===== src/rsakg_pkg.sv =====
// Package for the small-prime RSA key generator.
// Holds status codes, widths and the divider request and response types; no dependencies.
package rsakg_pkg;
  localparam int PrimeW = 16;
  localparam int WordW  = 32;
  localparam int WideW  = 64;

  typedef enum logic [1:0] {
    ST_OK        = 2'd0,
    ST_NON_PRIME = 2'd1,
    ST_EXP_RANGE = 2'd2
  } status_t;

  typedef struct packed {
    logic             start;
    logic [WideW-1:0] dividend;
    logic [WordW-1:0] divisor;
  } div_req_t;

  typedef struct packed {
    logic             done;
    logic [WideW-1:0] quotient;
    logic [WordW-1:0] remainder;
  } div_rsp_t;
endpackage


===== src/rsakg_div.sv =====
// Shared radix-2 restoring divider: 64-bit dividend by 32-bit divisor.
// Depends on rsakg_pkg. One quotient bit per cycle.
module rsakg_div import rsakg_pkg::*; (
  input  logic     clk,
  input  logic     rst_n,
  input  div_req_t req,
  output div_rsp_t rsp
);
  logic [WideW-1:0] quo_r, quo_nxt;
  logic [WordW-1:0] rem_r, rem_nxt;
  logic [WordW-1:0] dvs_r, dvs_nxt;
  logic [6:0]       cnt_r, cnt_nxt;
  logic             busy_r, busy_nxt, done_r, done_nxt;
  logic [WordW+1:0] trial;
  logic [WordW:0]   shifted;

  always_comb begin
    quo_nxt  = quo_r;
    rem_nxt  = rem_r;
    dvs_nxt  = dvs_r;
    cnt_nxt  = cnt_r;
    busy_nxt = busy_r;
    done_nxt = 1'b0;
    shifted  = {rem_r, quo_r[WideW-1]};
    trial    = {1'b0, shifted} - {2'b00, dvs_r};
    if (req.start) begin
      quo_nxt  = req.dividend;
      rem_nxt  = '0;
      dvs_nxt  = req.divisor;
      cnt_nxt  = 7'(WideW);
      busy_nxt = 1'b1;
    end else if (busy_r) begin
      // The partial remainder always stays below the divisor, so 32 bits hold it.
      if (!trial[WordW+1]) begin
        rem_nxt = trial[WordW-1:0];
        quo_nxt = {quo_r[WideW-2:0], 1'b1};
      end else begin
        rem_nxt = shifted[WordW-1:0];
        quo_nxt = {quo_r[WideW-2:0], 1'b0};
      end
      cnt_nxt = cnt_r - 7'd1;
      if (cnt_r == 7'd1) begin
        busy_nxt = 1'b0;
        done_nxt = 1'b1;
      end
    end
  end

  always_ff @(posedge clk) begin
    if (!rst_n) begin
      busy_r <= 1'b0;
      done_r <= 1'b0;
      cnt_r  <= '0;
    end else begin
      busy_r <= busy_nxt;
      done_r <= done_nxt;
      cnt_r  <= cnt_nxt;
    end
    quo_r <= quo_nxt;
    rem_r <= rem_nxt;
    dvs_r <= dvs_nxt;
  end

  assign rsp.done      = done_r;
  assign rsp.quotient  = quo_r;
  assign rsp.remainder = rem_r;
endmodule


===== config.mk =====
export PLATFORM = sky130hd
export DESIGN_NAME = rsakg_div
export DESIGN_NICKNAME = d
export VERILOG_FILES = /design/src/rsakg_pkg.sv /design/src/rsakg_div.sv
export SDC_FILE = /design/constraint.sdc
export NUM_CORES = 1
export LEC_CHECK = 0
export BUFFER_PORTS_ARGS = -buffer_cell sky130_fd_sc_hd__buf_2
export CORE_UTILIZATION = 57
export DETAILED_ROUTE_END_ITERATION = 7
export PLACE_DENSITY = 0.95
export SKIP_LAST_GASP = 1
export SLEW_MARGIN = 20
export SYNTH_ARGS = -nofsm -noshare
export SYNTH_HDL_FRONTEND = slang
export SYNTH_SLANG_ARGS = --single-unit

===== constraint.sdc =====
create_clock -name clk -period 5 [get_ports clk]
set_input_delay 1 -clock clk [delete_from_list [all_inputs] [get_ports clk]]
set_output_delay 1 -clock clk [all_outputs]
set_load 0.005 [all_outputs]

==> impl_metrics.csv <==
group,metric,value,unit
placement,dp_hpwl,13450,um
cells_and_area,fin_nets,990,
timing,max_slew_margin,26.59,%
drt,drtIter0Drc,495,
drt,via_per_inst,5.820,
pwr,finalPower,3.130,mW
cts,clkLatencyLatePin,430,ps
cells_and_area,post-route-util,71.34,%
logic_synthesis,syn-instance-count,672,
placement,dpl-instance-area,8412,sq um
timing,period_needed,3503,ps
global_routing,busiest_layer,"met2",
pwr,p_sw_share,27.69,%
placement,port_buffers,195,
die,die-area,13310,sq um
global_routing,grt_first_pass_wirelength,29390,um
logic_synthesis,avgSynthCellArea,10.90,sq um
pwr,p_int,2.263,mW
cells_and_area,layout_common_cells,"buf_2 (194), edfxtp_1 (96), nand2_1 (70)",
cts,cts_inserted_buffers,17,
pwr,vdd_drop_max,0.3163,mV
pwr,combPwrFrac,17.6,%
timing,tns,0,ps
critical_path,crit_path_cell_trace,"inv_1, ha_1, o211ai_1, a211oi_2, o21ai_2, a2111oi_4, o21a_4, or2_1, nand2_1, o22ai_1",
global_routing,antenna_found_initial,1,
pwr,seqPwrFrac,44.4,%
cts,htree_levels,4,
worst_hold_path,hold_path.class,"reg -> reg",
logic_synthesis,ys.flop_type,"edfxtp_1",
cts,clkTransAtPathRegs,60,ps
cells_and_area,area_growth,22.41,%
logic_synthesis,yosysWarnings,0,
cts,cts_tree,"done",
global_routing,met1_usage,34.37,%
cells_and_area,drive_above_1_share,34.64,%
drt,wl_per_cell,18.37,um
logic_synthesis,synth_edf_count,96,
global_routing,grt_max_degree,125,
critical_path,slowest_stage,"or2_1",
critical_path,worst-r2r-cell-count,10,
logic_synthesis,synth.distinct_cells,63,
timing,finalMaxSlewViolations,0,
timing,fmax,285.5,MHz
pwr,p_leak,3.903,nW
critical_path,cp_max_fo,28,
worst_hold_path,hold_depth,2,
drt,ant_nets,0,
drt,drt-total-wl,19140,um
timing,finClkSkew,14.85,ps
cts,cts_hold_buf,0,
timing,setup_violations,0,
cts,cts_setup_buffers,0,
cells_and_area,finalInstanceArea,8966,sq um
timing,tightest_slew,1101,ps
global_routing,grt-ovfl-total,0,
critical_path,crit_required,5350,ps
timing,finalWorstSetupSlack,1497,ps
global_routing,use_met3,9.489,%
logic_synthesis,syn_area,7325,sq um
global_routing,first_global_vias,5808,
die,core-area,12570,sq um
critical_path,path_class,"reg -> reg",
drt,first_pass_iters,5,
placement,gp_congestion,0.9451,
global_routing,track_usage,29.68,%
placement,dp_slack,1622,ps
pwr,power.switching,866.8,uW
timing,holdWs,498.8,ps
drt,dr_total_vias,6064,
die,row_count,41,
critical_path,critPathMaxStageDelay,840,ps
critical_path,cp.arrival,3850,ps
outcome,status,"finished, final reports clean",
drt,drc,0,
cells_and_area,layout_commonest_cell,"buf_2",
logic_synthesis,synth-seq-cells,137,
timing,hold_violations,0,
global_routing,met2_usage,51.26,%
die,die_w,115.4,um
logic_synthesis,synth_nets,806,
critical_path,worstSetupEndpointType,"register",
pwr,p_clk_share,38.1,%
cts,clock-root-buffer,"clkbuf_16",
pwr,powerDensity,349.1,nW/um^2
cts,clock_sinks,137,
logic_synthesis,async_flop_share,0,%
cts,ctsResizeCount,0,
die,start_util,58.28,%
flow_run,maxCapViolCount,0,
cells_and_area,fin_cells,1042,
die,io_pins,196,
timing,rsz0062_at_grt,"no",
cts,cts_buffer_depth,2,
timing,finalCritPeriodShare,70.06,%
critical_path,critPathLaunchType,"register",
placement,dp.cells,1009,
die,die_y,115.4,um
logic_synthesis,seq_area_frac_synth,50.56,%
-- synth_stat cells (all sizes together), types with 2 or more instances --
cell type  count  area share [%]
ha            34             5.8
or3            6            0.51
and3           6            0.51
a2bb2oi        3            0.36
nor2          51             2.7
nand3         12            0.82
o21bai         4            0.41
a31oi          2            0.17
mux2          65              10
o31a           2            0.24
nand4b         2            0.24
o211ai         7            0.72
a311oi        21             2.5
xnor2         13             1.6
nor2b          2            0.17
inv           44             2.3
a21boi         4            0.41
o21ai         27             1.9
a21oi         31             2.1
nor3           9            0.61
clkbuf        20             1.0
nor4           2            0.17
dfxtp         41              11
o22ai          6            0.51
xor2          12             1.4
a21o          14             1.4
a211oi         6            0.68
or2            2            0.17
buf           13            0.91
nand2         70             3.6
mux2i          2            0.27
nand4          5            0.43
o2111a         2            0.31
or4            2            0.20
edfxtp        96              39
o21a          10             1.1
a32oi          2            0.24
and2           6            0.51
-- critical path: cells and delay by family, from the launching register on --
family / cells / cell delay, ps
AOI/OAI and AO/OA: 6 / 1470
buffers and inverters: 1 / 50
and+or+nand+nor: 2 / 1200
DFF: 1 / 330
adders and majority gates: 1 / 380
-- flip-flops by register name, summed over array words and instances (netlist names) --
signal / count
cnt_r: 7
busy_r: 1
rem_r: 32
dvs_r: 32
quo_r: 64
done_r: 1
-- power by group through the flow --
| stage | combinational, mW | clock (mW) | sequential, mW |
|---|---|---|---|
| floorplan | 0.338 | 0 | 1.41 |
| global placement | 0.519 | 0 | 1.41 |
| detailed placement | 0.536 | 0 | 1.41 |
| CTS | 0.544 | 1.20 | 1.39 |
| global route | 0.600 | 1.25 | 1.40 |
| finish | 0.550 | 1.19 | 1.39 |
-- path summary, 6_finish.rpt --
path	from	endpoint	slack, ps
worst min-delay path	cnt_r[1]$_SDFFE_PP0P_	cnt_r[1]$_SDFFE_PP0P_	500
worst min register to register	cnt_r[1]$_SDFFE_PP0P_	cnt_r[1]$_SDFFE_PP0P_	500
worst max-delay path	dvs_r[6]$_DFFE_PP_	rem_r[26]$_SDFFE_PP0P_	1500
worst max register to register	dvs_r[6]$_DFFE_PP_	rem_r[26]$_SDFFE_PP0P_	1500
-- area by class of cell --
cell class | count | area, sq um
Clock buffer | 18 | 429.2
Fill cell | 882 | 3602
Antenna cell | 1 | 2.502
Inverter | 44 | 165.2
Sequential cell | 137 | 3704
Tap cell | 172 | 215.2
Clock inverter | 14 | 122.6
Timing Repair Buffer | 198 | 1013
Multi-Input combinational cell | 458 | 3314
-- routing by layer --
metal | part of all wire (%) | wire length (um) | up-vias
met3 | 8.1 | 1549 | 33
met2 | 50 | 9574 | 288
met5 | 0 | 0 | -
met1 | 40 | 7568 | 2891
met4 | 2.4 | 451 | 0
li1 | - | - | 2852
-- logic make-up (layout without fill, tap and decap cells) --
| kind of cell | count (synthesis) | after routing | synth area share, % |
|---|---|---|---|
| AOI/OAI and AO/OA | 152 | 152 | 14.78 |
| xor gates and xnor gates | 25 | 25 | 2.989 |
| adders and majority gates | 35 | 35 | 6.081 |
| buffers and inverters | 77 | 274 | 4.185 |
| DFF | 137 | 137 | 50.56 |
| muxes | 67 | 67 | 10.27 |
| other | 0 | 1 | 0 |
| and+or+nand+nor | 179 | 179 | 11.14 |
No activity file was read; power rests on OpenSTA's default activity.
